$ cat src/sv/qxm_pkg.sv
// Package for the quad X-frame motor mixer: payload structs, configuration
// register indexes and reset values, and the fixed-point constants of the
// battery compensation. No dependencies.
package qxm_pkg;

    // Field widths.
    localparam int PulseW  = 12;
    localparam int MixW    = 15;   // signed mixed pulse, -6144 .. 10239
    localparam int FactorW = 13;   // compensation factor, 3500 .. 7594
    localparam int NumW    = 27;   // unsigned product of pulse and factor
    localparam int QuotW   = 15;   // compensated pulse before clamping
    localparam int CfgIdxW = 3;

    // Configuration register indexes.
    localparam logic [CfgIdxW-1:0] CFG_STICK_LOW    = 3'd0;
    localparam logic [CfgIdxW-1:0] CFG_STICK_HIGH   = 3'd1;
    localparam logic [CfgIdxW-1:0] CFG_THROTTLE_CAP = 3'd2;
    localparam logic [CfgIdxW-1:0] CFG_MOTOR_IDLE   = 3'd3;
    localparam logic [CfgIdxW-1:0] CFG_MOTOR_MAX    = 3'd4;
    localparam logic [CfgIdxW-1:0] CFG_MOTOR_OFF    = 3'd5;
    localparam logic [CfgIdxW-1:0] CFG_BATTERY_FULL = 3'd6;
    localparam logic [CfgIdxW-1:0] CFG_BATTERY_MIN  = 3'd7;

    // Configuration reset values.
    localparam logic [PulseW-1:0] RST_STICK_LOW    = 12'd1050;
    localparam logic [PulseW-1:0] RST_STICK_HIGH   = 12'd1950;
    localparam logic [PulseW-1:0] RST_THROTTLE_CAP = 12'd1800;
    localparam logic [PulseW-1:0] RST_MOTOR_IDLE   = 12'd1100;
    localparam logic [PulseW-1:0] RST_MOTOR_MAX    = 12'd2000;
    localparam logic [PulseW-1:0] RST_MOTOR_OFF    = 12'd1000;
    localparam logic [PulseW-1:0] RST_BATTERY_FULL = 12'd1240;
    localparam logic [PulseW-1:0] RST_BATTERY_MIN  = 12'd800;

    // Compensation divides by 3500. The divide is done as a shift by two and
    // an exact reciprocal multiply by 1/875 over a 25-bit dividend.
    localparam int CompDivisor = 3500;
    localparam logic [FactorW-1:0] COMP_BASE = FactorW'(CompDivisor);
    localparam longint CompQuarter = CompDivisor / 4;
    localparam int RecipShift = 35;
    localparam int RecipW = 26;
    localparam logic [RecipW-1:0] RECIP_MULT =
        RecipW'(((longint'(1) << RecipShift) + CompQuarter - 1) / CompQuarter);

    // Input transaction.
    typedef struct packed {
        logic [PulseW-1:0]        throttle_stick;
        logic [PulseW-1:0]        yaw_stick;
        logic signed [PulseW-1:0] pid_roll;
        logic signed [PulseW-1:0] pid_pitch;
        logic signed [PulseW-1:0] pid_yaw;
        logic [PulseW-1:0]        battery_level;
    } t_in_item;

    // Output transaction.
    typedef struct packed {
        logic [PulseW-1:0] motor_front_left;
        logic [PulseW-1:0] motor_front_right;
        logic [PulseW-1:0] motor_back_left;
        logic [PulseW-1:0] motor_back_right;
        logic              armed_now;
        logic              clear_integrators;
    } t_out_item;

    // Configuration register file.
    typedef struct packed {
        logic [PulseW-1:0] stick_low;
        logic [PulseW-1:0] stick_high;
        logic [PulseW-1:0] throttle_cap;
        logic [PulseW-1:0] motor_idle;
        logic [PulseW-1:0] motor_max;
        logic [PulseW-1:0] motor_off;
        logic [PulseW-1:0] battery_full;
        logic [PulseW-1:0] battery_min;
    } t_cfg;

    // Arming flags carried down the pipeline.
    typedef struct packed {
        logic armed;
        logic clr;
    } t_flags;

    // Stage load enables handed to each motor lane.
    typedef struct packed {
        logic s2;
        logic s3;
        logic s4;
    } t_lane_en;

endpackage

$ cat src/sv/qxm_pulse_lane.sv
// One motor lane of the mixer: battery compensation multiply, reciprocal
// divide by 3500, and idle/max clamping or the off pulse while disarmed, over
// three pipeline stages. Depends on qxm_pkg.
module qxm_pulse_lane (
    input  logic                              i_clk,
    input  qxm_pkg::t_lane_en                 i_en,
    input  logic signed [qxm_pkg::MixW-1:0]   i_pulse,
    input  logic [qxm_pkg::FactorW-1:0]       i_factor,
    input  logic                              i_armed,
    input  logic [qxm_pkg::PulseW-1:0]        i_motor_idle,
    input  logic [qxm_pkg::PulseW-1:0]        i_motor_max,
    input  logic [qxm_pkg::PulseW-1:0]        i_motor_off,
    output logic [qxm_pkg::PulseW-1:0]        o_pulse
);

    localparam int ProdW = qxm_pkg::RecipW + qxm_pkg::NumW - 2;

    logic [qxm_pkg::NumW-1:0]    n_num;
    logic [qxm_pkg::NumW-1:0]    r_num;
    logic                        r_neg2;
    logic [ProdW-1:0]            w_prod;
    logic [qxm_pkg::QuotW-1:0]   n_quot;
    logic [qxm_pkg::QuotW-1:0]   r_quot;
    logic                        r_neg3;
    logic [qxm_pkg::QuotW-1:0]   w_raised;
    logic [qxm_pkg::QuotW-1:0]   w_limited;
    logic [qxm_pkg::PulseW-1:0]  n_pulse;
    logic [qxm_pkg::PulseW-1:0]  r_pulse;

    // Stage 2: magnitude of a non-negative pulse times the factor.
    // A negative pulse is always raised to the idle value, so only its sign is kept.
    assign n_num = {{(qxm_pkg::NumW-qxm_pkg::MixW+1){1'b0}}, i_pulse[qxm_pkg::MixW-2:0]}
                 * {{(qxm_pkg::NumW-qxm_pkg::FactorW){1'b0}}, i_factor};

    always_ff @(posedge i_clk) begin
        if (i_en.s2) begin
            r_num  <= n_num;
            r_neg2 <= i_pulse[qxm_pkg::MixW-1];
        end
    end

    // Stage 3: floor division by 3500 as (num >> 2) * M >> 35.
    assign w_prod = {{(ProdW-qxm_pkg::NumW+2){1'b0}}, r_num[qxm_pkg::NumW-1:2]}
                  * {{(ProdW-qxm_pkg::RecipW){1'b0}}, qxm_pkg::RECIP_MULT};
    assign n_quot = w_prod[qxm_pkg::RecipShift+qxm_pkg::QuotW-1:qxm_pkg::RecipShift];

    always_ff @(posedge i_clk) begin
        if (i_en.s3) begin
            r_quot <= n_quot;
            r_neg3 <= r_neg2;
        end
    end

    // Stage 4: raise to idle, then lower to max; off pulse while disarmed.
    always_comb begin
        if (r_neg3 || (r_quot < {3'd0, i_motor_idle})) begin
            w_raised = {3'd0, i_motor_idle};
        end else begin
            w_raised = r_quot;
        end
        if (w_raised > {3'd0, i_motor_max}) begin
            w_limited = {3'd0, i_motor_max};
        end else begin
            w_limited = w_raised;
        end
        n_pulse = i_armed ? w_limited[qxm_pkg::PulseW-1:0] : i_motor_off;
    end

    always_ff @(posedge i_clk) begin
        if (i_en.s4) begin
            r_pulse <= n_pulse;
        end
    end

    assign o_pulse = r_pulse;

endmodule

$ cat config.mk
export PLATFORM = sky130hd
export DESIGN_NAME = qxm_pulse_lane
export DESIGN_NICKNAME = d
export VERILOG_FILES = /design/src/sv/qxm_pkg.sv /design/src/sv/qxm_pulse_lane.sv
export SDC_FILE = /design/constraint.sdc
export NUM_CORES = 1
export LEC_CHECK = 0
export ABC_AREA = 1
export BUFFER_PORTS_ARGS = -buffer_cell sky130_fd_sc_hd__buf_4
export CORE_ASPECT_RATIO = 1.75
export CORE_MARGIN = 5
export CORE_UTILIZATION = 30
export DETAILED_ROUTE_END_ITERATION = 6
export PLACE_DENSITY = 0.54
export SETUP_SLACK_MARGIN = 0.15
export SYNTH_ARGS = -nofsm -noshare
export SYNTH_HDL_FRONTEND = slang
export SYNTH_SLANG_ARGS = --single-unit
$ cat constraint.sdc
create_clock -name i_clk -period 6.1 [get_ports i_clk]
set_input_delay 1.83 -clock i_clk [delete_from_list [all_inputs] [get_ports i_clk]]
set_output_delay 1.83 -clock i_clk [all_outputs]
set_load 0.005 [all_outputs]
== Word level (Yosys, flattened, before mapping) ==
Cells that the tools add are included.
Widths: inputs -> output; s select.

* Bits in registers: 56
* Input port bits: 69
* Output and inout port bits: 12
* Logic and storage cells: 13

* Multipliers: 2
* $lt $le $gt $ge: 2
* Mux-type cells: 3
* Reductions and logical operators: 1

{| class="wikitable"
|+ Operators with widths
! operator !! count
|-
| $mul 25x26->50 const B || 1
|-
| $mul 14x13->27 || 1
|-
| $mux 12 || 2
|-
| $gt 15x12->1 || 1
|-
| $lt 15x12->1 || 1
|-
| $mux 15 || 1
|-
| $logic_or 1x1->1 || 1
|}

== Depth between registers and ports, before layout ==
Gate-level depths: netlist of run 1.

* Depth in word-level cells: 6
* Gate-level depth with buffers: 29
* Gate-level depth less buffers: 27

== Worst setup path after synthesis of run 1 ==
OpenSTA, ideal clock, no wires.

* Path type: in2reg
* Start: input i_pulse[8] (netlist bit)
* End: register r_num[20] (netlist bit) (data pin)
* Library setup time: 262 ps
* Arrival: 5940 ps
* Setup slack: -102 ps
* Stages on the path: 18
* Buffers on the path: 1
* Cells stage by stage: clkbuf_1 > nand2_1 > fa_1 > inv_1 > fa_1 > inv_1 > fa_1 > inv_1 > fa_1 > fa_1 > ha_1 > a21oi_1 > o21ai_1 > a21oi_2 > inv_1 > a21oi_1 > o21ai_1 > xor2_1

* Longest elaborated chain between the ends: 1

{| class="wikitable"
|+ RTL lines
! what !! line !! RTL
|-
| start, declared || qxm_pulse_lane.sv:7 || <nowiki>input logic signed [qxm_pkg::MixW-1:0] i_pulse,</nowiki>
|-
| $mul 14x13->27 || qxm_pulse_lane.sv:33 || <nowiki>* {{(qxm_pkg::NumW-qxm_pkg::FactorW){1'b0}}, i_factor};</nowiki>
|-
| net n_num (one bit) || qxm_pulse_lane.sv:18 || <nowiki>logic [qxm_pkg::NumW-1:0] n_num;</nowiki>
|-
| end signal, assigned || qxm_pulse_lane.sv:37 || <nowiki>r_num <= n_num;</nowiki>
|-
| end, declared || qxm_pulse_lane.sv:19 || <nowiki>logic [qxm_pkg::NumW-1:0] r_num;</nowiki>
|}

The timed path passes the listed nets, and every way through them passes these cells.
A chain may end at the register's enable or synchronous reset.

== Final worst setup path of run 1 ==
* Start: register r_num[20] (netlist bit)
* End: register r_quot[9] (netlist bit) (data pin)

* Longest elaborated chain between the ends: 1

{| class="wikitable"
|+ RTL lines
! what !! line !! RTL
|-
| $mul 25x26->50 || qxm_pulse_lane.sv:44 || <nowiki>* {{(ProdW-qxm_pkg::RecipW){1'b0}}, qxm_pkg::RECIP_MULT};</nowiki>
|-
| net w_prod[44] || qxm_pulse_lane.sv:21 || <nowiki>logic [ProdW-1:0] w_prod;</nowiki>
|-
| end signal, assigned || qxm_pulse_lane.sv:49 || <nowiki>r_quot <= n_quot;</nowiki>
|-
| end, declared || qxm_pulse_lane.sv:23 || <nowiki>logic [qxm_pkg::QuotW-1:0] r_quot;</nowiki>
|}

The timed path passes the listed nets, and every way through them passes these cells.

==> results of run 1 <==
-- logic make-up (layout without fill, tap and decap cells) --
family                     count (synthesis)  after routing  synth area share [%]
DFF                                       54             54                  7.95
adders and majority gates                722            722                  58.4
xor gates and xnor gates                  42             42                  1.80
and+or+nand+nor                          638            638                  12.7
buffers and inverters                    728            981                  13.6
AOI/OAI and AO/OA                        200            200                  5.54
-- worst reg2reg max path, stage by stage, from the launching register on --
cell and delay [ns]:
edfxtp_1 0.43, fa_2 0.70, buf_4 0.15, fa_1 0.43, fa_2 0.51, fa_1 0.56
fa_2 0.45, fa_1 0.48, inv_1 0.05, fa_1 0.53, inv_2 0.06, ha_4 0.23
a21oi_2 0.16, buf_4 0.12, o21bai_1 0.08, a21oi_1 0.21, o21ai_0 0.13, nand2_1 0.07
nand3_1 0.10, xor2_1 0.18
-- sequential cells by signal, indices dropped and copies added, names as in the netlist --
signal	flops
o_pulse	12
r_num	25
r_neg2	1
r_neg3	1
r_quot	15
-- cells in the mapped netlist, drive strengths merged --
| master | count | share of area, % |
|---|---|---|
| a21boi | 2 | 0.074 |
| o211ai | 2 | 0.074 |
| nor3 | 16 | 0.49 |
| a211oi | 1 | 0.037 |
| o21ai | 64 | 1.6 |
| a21oi | 92 | 2.3 |
| nand3b | 3 | 0.11 |
| xnor2 | 14 | 0.60 |
| buf | 6 | 0.26 |
| and2 | 1 | 0.031 |
| o21a | 2 | 0.074 |
| fa | 383 | 38 |
| inv | 693 | 13 |
| a31oi | 5 | 0.15 |
| ha | 339 | 21 |
| edfxtp | 54 | 8.0 |
| nor4 | 1 | 0.031 |
| nand2 | 443 | 8.2 |
| nand3 | 64 | 1.6 |
| nor2 | 100 | 1.9 |
| clkbuf | 29 | 0.53 |
| a21o | 20 | 0.74 |
| nand4 | 10 | 0.31 |
| o21bai | 11 | 0.41 |
| xor2 | 28 | 1.2 |
| a211o | 1 | 0.043 |
-- through the flow --
| step | utilization [%] | cells | setup TNS (ns) |
|---|---|---|---|
| 2_1_floorplan | - | 2384 | 0 |
| 3_3_place_gp | 34.6 | 3499 | -1.88 |
| 3_5_place_dp | 34.6 | 3499 | -2.41 |
| 4_1_cts | 35.0 | 3513 | 0 |
| 5_1_grt | 36.8 | 3533 | 0 |
| 6_report | 36.8 | 3533 | 0 |
-- timing repair --
item	4_1_cts	5_1_grt
setup endpoints to repair	21	31
endpoints found under the hold margin	0	0
buffers inserted	6	20
hold buffers	0	0
pin swaps	2	105
resized for setup	24	260
-- metal layers --
layer / wire length [um] / track usage, % / up-vias
met5: 0 / 0 / -
met4: 4250 / 9.45 / 0
met3: 1170 / 1.18 / 175
met2: 35100 / 34.7 / 322
met1: 19200 / 14.6 / 7847
li1: - / - / 7656
-- how the worst max path moves through the flow --
stage                 endpoint  slack, ns  cells after the start
finish               r_quot[9]       0.21                     19
global route         r_quot[9]       0.06                     19
CTS                 r_quot[13]       0.14                     24
detailed placement   r_num[18]      -0.25                     19
global placement     r_num[26]      -0.25                     19
floorplan            r_num[23]       0.15                     19
-- layout make-up --
class	instances	area, um^2	area share (%)
clock inverter	3	45.0	0.181
inverter	693	2600	10.5
timing repair buffer	280	2270	9.16
tap	896	1120	4.52
sequential	54	1620	6.53
multi-input combinational	1602	17000	68.6
clock buffer	5	125	0.504
-- cell usage in the layout, fill, tap and decap left out, types with 10 or more instances in the layout --
| cell type | synthesis | layout |
|---|---|---|
| a21o_1 | 20 | 20 |
| a21oi_1 | 90 | 57 |
| a21oi_2 | 2 | 30 |
| buf_4 | 2 | 251 |
| buf_6 | 3 | 19 |
| edfxtp_1 | 54 | 54 |
| fa_1 | 383 | 361 |
| fa_2 | 0 | 22 |
| ha_1 | 339 | 299 |
| ha_4 | 0 | 31 |
| inv_1 | 693 | 673 |
| inv_2 | 0 | 19 |
| nand2_1 | 438 | 398 |
| nand2_2 | 5 | 40 |
| nand3_1 | 62 | 56 |
| nand4_1 | 10 | 10 |
| nor2_1 | 96 | 73 |
| nor2_2 | 3 | 18 |
| o21ai_0 | 46 | 25 |
| o21ai_1 | 14 | 28 |
| o21ai_2 | 4 | 11 |
| xnor2_1 | 14 | 13 |
| xor2_1 | 28 | 27 |
==> metrics.txt, run 1 <==
run status=finished, final reports clean; Crit path required time=just over 6 ns; Unique masters post-synth=36; detailed placement HPWL=around 55000 um; count of boundary I/O pins=81; number of placement rows=between 100 and 150; GR Overflow Total=0; Area Overhead vs Synth=21.8%; post-synth net total=about 3200; maximum cell stage delay along the critical path=0.70 ns; vias in the first global route=17900; category of the worst setup path launch point=register; Worst Reg-to-Reg Cells=19; setup repair after global routing missed its margin=true; layout cell share with drive strength beyond 1=19.5%; Cells after Synth=2384; Die Footprint=73500 um^2; Worst-path clk slew=0.07 ns; pin count of the biggest net entering global routing=27; Avg Inst Size Synth=8.55 um^2; global-route wire length before repair=94200 um; first-pass iteration count of the detailed router=5; reg2reg end=r_quot[9]; maximum number of buffers from clock root to sink=2; Ant. Diodes=0; Initial Util=30.2%; number of buffers added on ports=80; post-detailed-route wirelength per cell=16.9 um; post-route clock skew=0.00835 ns; total via count in the routed design=16000; max-slew violation total from the final report=0; critical setup path kind=register to register; clock period minus final worst setup slack=just under 6 ns; Hold Startpoint=r_neg2; post-route cell area=approximately 25000 um^2; worst slack at placement=-0.254 ns; path category of the worst min-delay check=register to register; buffering stage count on the worst path with inverters included=4; fraction of the yosys area taken by sequential cells=just under 8%; fin nets=roughly 3400; Sinks on Clock Net=54; final wirelength=a little under 60000 um; cell at the slowest stage of the critical path=fa_2; Peak Freq=around 0.17 GHz; Die H=355 um; arrival time worst endpoint=5.95 ns; post-synthesis instance area=between 20000 and 25000 um^2; CP startpoint=r_num[20]; Cell Area, Placed=~23000 um^2; weighted congestion reported at the end of routability-driven placement=~0.98; Synthesis Warnings=0; Core Region=67500 um^2; period utilisation layout=96.6%; max-capacitance violation count=0; Synth Register Bits=54; CTS Root Buffer Type=clkbuf_16; clock tree from TritonCTS=built; horizontal die dimension=207 um; destination of the worst hold path=r_neg3; Hold Slack=0.429 ns; Tightest Pin Transition=between 0.7 and 0.8 ns; # setup viols final=0; count of unresolved DRC violations after routing=0; maximum level of the CTS H-tree=2; fin worst setup slack=between 0.2 and 0.25 ns; Overall Global Routing Usage=16.3%; Hold Path Cell Cnt=0; Largest delay share family, worst path=adder cells; Final Hold Fails=0; headroom to the max-slew limit=48.6%; TritonCTS buffer count=5; crit path max fanout=4; initial antenna violation count=0; number of antenna-violating nets in the routed design=0; Clk Latency, worst-skew pair=around 0.33 ns; Avg Vias per Cell=~4.5; first-iteration detailed-routing DRC count=536; cells traversed along the worst timing path=fa_2 > buf_4 > fa_1 > fa_2 > fa_1 > fa_2 > fa_1 > inv_1 > fa_1 > inv_2 > ha_4 > a21oi_2 > buf_4 > o21bai_1 > a21oi_1 > o21ai_0 > nand2_1 > nand3_1 > xor2_1; CP most frequent cell=fa_1; fill cell count=7077; startpoint of the worst register-to-register path=r_num[20]; worst setup slack for register-to-register paths=approximately 0.21 ns; sort of element at the end of the critical path=register
Power of run 1 is not shown: default switching activity piles up to over one toggle a cycle in this logic, so the estimate is an artifact.
==> inputs of run 2 (changes only) <==
--- a/config.mk
+++ b/config.mk
@@ -5,7 +5,6 @@
 export SDC_FILE = /design/constraint.sdc
 export NUM_CORES = 1
 export LEC_CHECK = 0
-export ABC_AREA = 1
 export BUFFER_PORTS_ARGS = -buffer_cell sky130_fd_sc_hd__buf_4
 export CORE_ASPECT_RATIO = 1.75
 export CORE_MARGIN = 5
==> run 2 against run 1 <==
Against the previous run:
- the flow now finishes with violations (negative setup slack)
- critical path depth up 3
- non-clock buffer count up 66
- worst setup slack worse by 0.50 ns
- synthesized cell count down 20%
- utilization up 0.45 points
- routed wire length down 17%
- via count down 15%
- sequential cell count unchanged
==> metrics.txt, run 2 <==
Crit path required time=6.16 ns; clock tree from TritonCTS=built; vias in the first global route=16000; first-iteration detailed-routing DRC count=280; post-synthesis instance area=19000 um^2; CP startpoint=r_num[11]; Worst-path clk slew=0.08 ns; layout cell share with drive strength beyond 1=21.6%; post-detailed-route wirelength per cell=16.4 um; period utilisation layout=105%; number of cells in the finished layout apart from fillers=3038; number of buffers inserted for hold repair after clock tree synthesis=0; Sinks on Clock Net=54; CTS Root Buffer Type=clkbuf_16; startpoint of the worst register-to-register path=r_num[11]; critical setup path kind=register to register; TritonCTS buffer count=5; Avg Vias per Cell=4.49; async set-or-reset flop fraction in the synthesized netlist=0%; Overall Global Routing Usage=14.8%; count of unresolved DRC violations after routing=0; final wirelength=49700 um; dominant cell by count in the synthesized netlist=inv_1; fill cell count=6335; headroom to the max-slew limit=64.7%; Die H=roughly 340 um; weighted congestion reported at the end of routability-driven placement=1.00; met1 Use GR=around 14%; maximum number of buffers from clock root to sink=2; Hold Startpoint=r_neg2; Ant. Diodes=0; Unique masters post-synth=52; count of boundary I/O pins=81; highest-utilization routing layer at the global route stage=met2; path category of the worst min-delay check=register to register; pin count of the biggest net entering global routing=38; Synth Register Bits=54; crit path max fanout=5; Peak Freq=0.156 GHz; first-pass iteration count of the detailed router=4; Core Region=about 63000 um^2; max-slew violation total from the final report=0; run status=finished with violations; violated checks=negative setup slack; max FFs per register=25; fraction of the yosys area taken by sequential cells=8.54%; number of placement rows=122; number of buffers added on ports=80; Hold Slack=0.422 ns; Area Overhead vs Synth=23.6%; Synthesis Warnings=0; number of synthesized flops with an enable pin=54; biggest area consumer among synthesized cells=fa_1; commonest non-fill, non-tap cell in the layout=inv_1; Commonest cells post-synth=553 x inv_1, 383 x fa_1, 339 x ha_1; Avg Inst Size Synth=9.91 um^2; arrival time worst endpoint=approximately 6.5 ns; Tightest Pin Transition=0.530 ns; Initial Util=30.1%; number of cells in the design after placement=between 3000 and 4000; Final Hold Fails=0; maximum level of the CTS H-tree=2; category of the worst setup path launch point=register; total via count in the routed design=around 14000; register containing the most flip-flops in the final layout=r_num; met3 global-route usage=about 1.4%; post-route clock skew=0.00977 ns; number of antenna-violating nets in the routed design=0; fin worst setup slack=-0.290 ns; global-route wire length before repair=~80000 um; Cell Area, Placed=22600 um^2; setup repair after global routing missed its margin=true; Synth top area share=40.4%; Clk Latency, worst-skew pair=~0.32 ns; ranking of synthesized cells by area=fa_1 40%, ha_1 22%, inv_1 11%; fin nets=3022; initial antenna violation count=0; post-synth net total=about 2700; horizontal die dimension=200 um; post-route cell area=23500 um^2; Die Footprint=68600 um^2; # setup viols final=20; GR Overflow Total=0; most used cells in the layout excluding fill and tap cells=541 x inv_1, 364 x fa_1, 316 x ha_1; Cells after Synth=1915; detailed placement HPWL=46000 um; sort of element at the end of the critical path=register; max-capacitance violation count=0; aggregate negative setup slack=-3.33 ns; met2 track utilization from global routing=31.4%; most frequently used flop master after synthesis=edfxtp_1; clock period minus final worst setup slack=6.39 ns
-- run 2: cell count changes in the layout (fill, tap and decap cells not counted), sizes merged, moves of 18 or more --
cell	delta
and2	+62
buf	+66
nand2	-296
xnor2	+18
nand3	-54
inv	-140
nor2	-75
a21o	+21
o21ai	-23
a21oi	-36
-- run 2: critical path, cell delays in order (launching register included) --
cell and delay, ns:
edfxtp_1 0.46, buf_4 0.22, ha_1 0.30, inv_1 0.06
fa_1 0.55, fa_2 0.46, fa_1 0.51, inv_1 0.05
fa_1 0.49, fa_1 0.52, inv_1 0.06, fa_1 0.48
inv_1 0.07, ha_4 0.28, nand4_1 0.17, nor2_4 0.19
o2111ai_2 0.17, buf_4 0.19, a31oi_4 0.24, o21ai_4 0.14
o311ai_4 0.25, o21ai_1 0.12, xnor2_1 0.14
-- run 2: path summary, 6_finish.rpt --
check / cells after the start / slack [ns] / to
worst max-delay path: 22 / -0.29 / r_quot[12]
worst min-delay path: 0 / 0.42 / r_neg3
worst max register to register: 22 / -0.29 / r_quot[12]
worst min register to register: 0 / 0.42 / r_neg3
-- run 2: area by class of cell --
| cell class | count | area, um^2 | area share (%) |
|---|---|---|---|
| timing repair buffer | 346 | 2830 | 12.0 |
| sequential | 54 | 1620 | 6.91 |
| clock inverter | 2 | 37.5 | 0.160 |
| tap | 806 | 1010 | 4.30 |
| clock buffer | 6 | 129 | 0.549 |
| inverter | 553 | 2080 | 8.85 |
| multi-input combinational | 1271 | 15800 | 67.2 |
-- run 2: timing repair --
action | CTS | global route
setup buffers | 13 | 2
endpoints found under the setup margin | 28 | 41
pin swaps | 52 | 25
gates cloned | 1 | 0
resized for setup | 88 | 49
-- run 2: kinds of logic after synthesis --
family,count (synthesis),synth area share [%]
mux,12,0.633
xor+xnor,47,2.17
simple gates,281,6.95
compound gates,209,7.25
buf+inv,590,11.7
flops,54,8.54
fa+ha+maj,722,62.7
-- run 2: per-stage QoR --
step | worst slack [ns] | util, %
after CTS | -0.306 | 36.9
after global routing | -0.431 | 37.2
after floorplan | -0.377 | -
after detailed placement | -0.749 | 35.8
after global placement | -0.695 | 35.8
final | -0.290 | 37.2
-- run 2: routing by layer --
metal / wire (um) / vias up
met2: 29200 / 221
met3: 1090 / 106
met1: 16200 / 6797
met4: 3250 / 0
li1: - / 6531
met5: 0 / -
Power of run 2 is left out for the same reason.
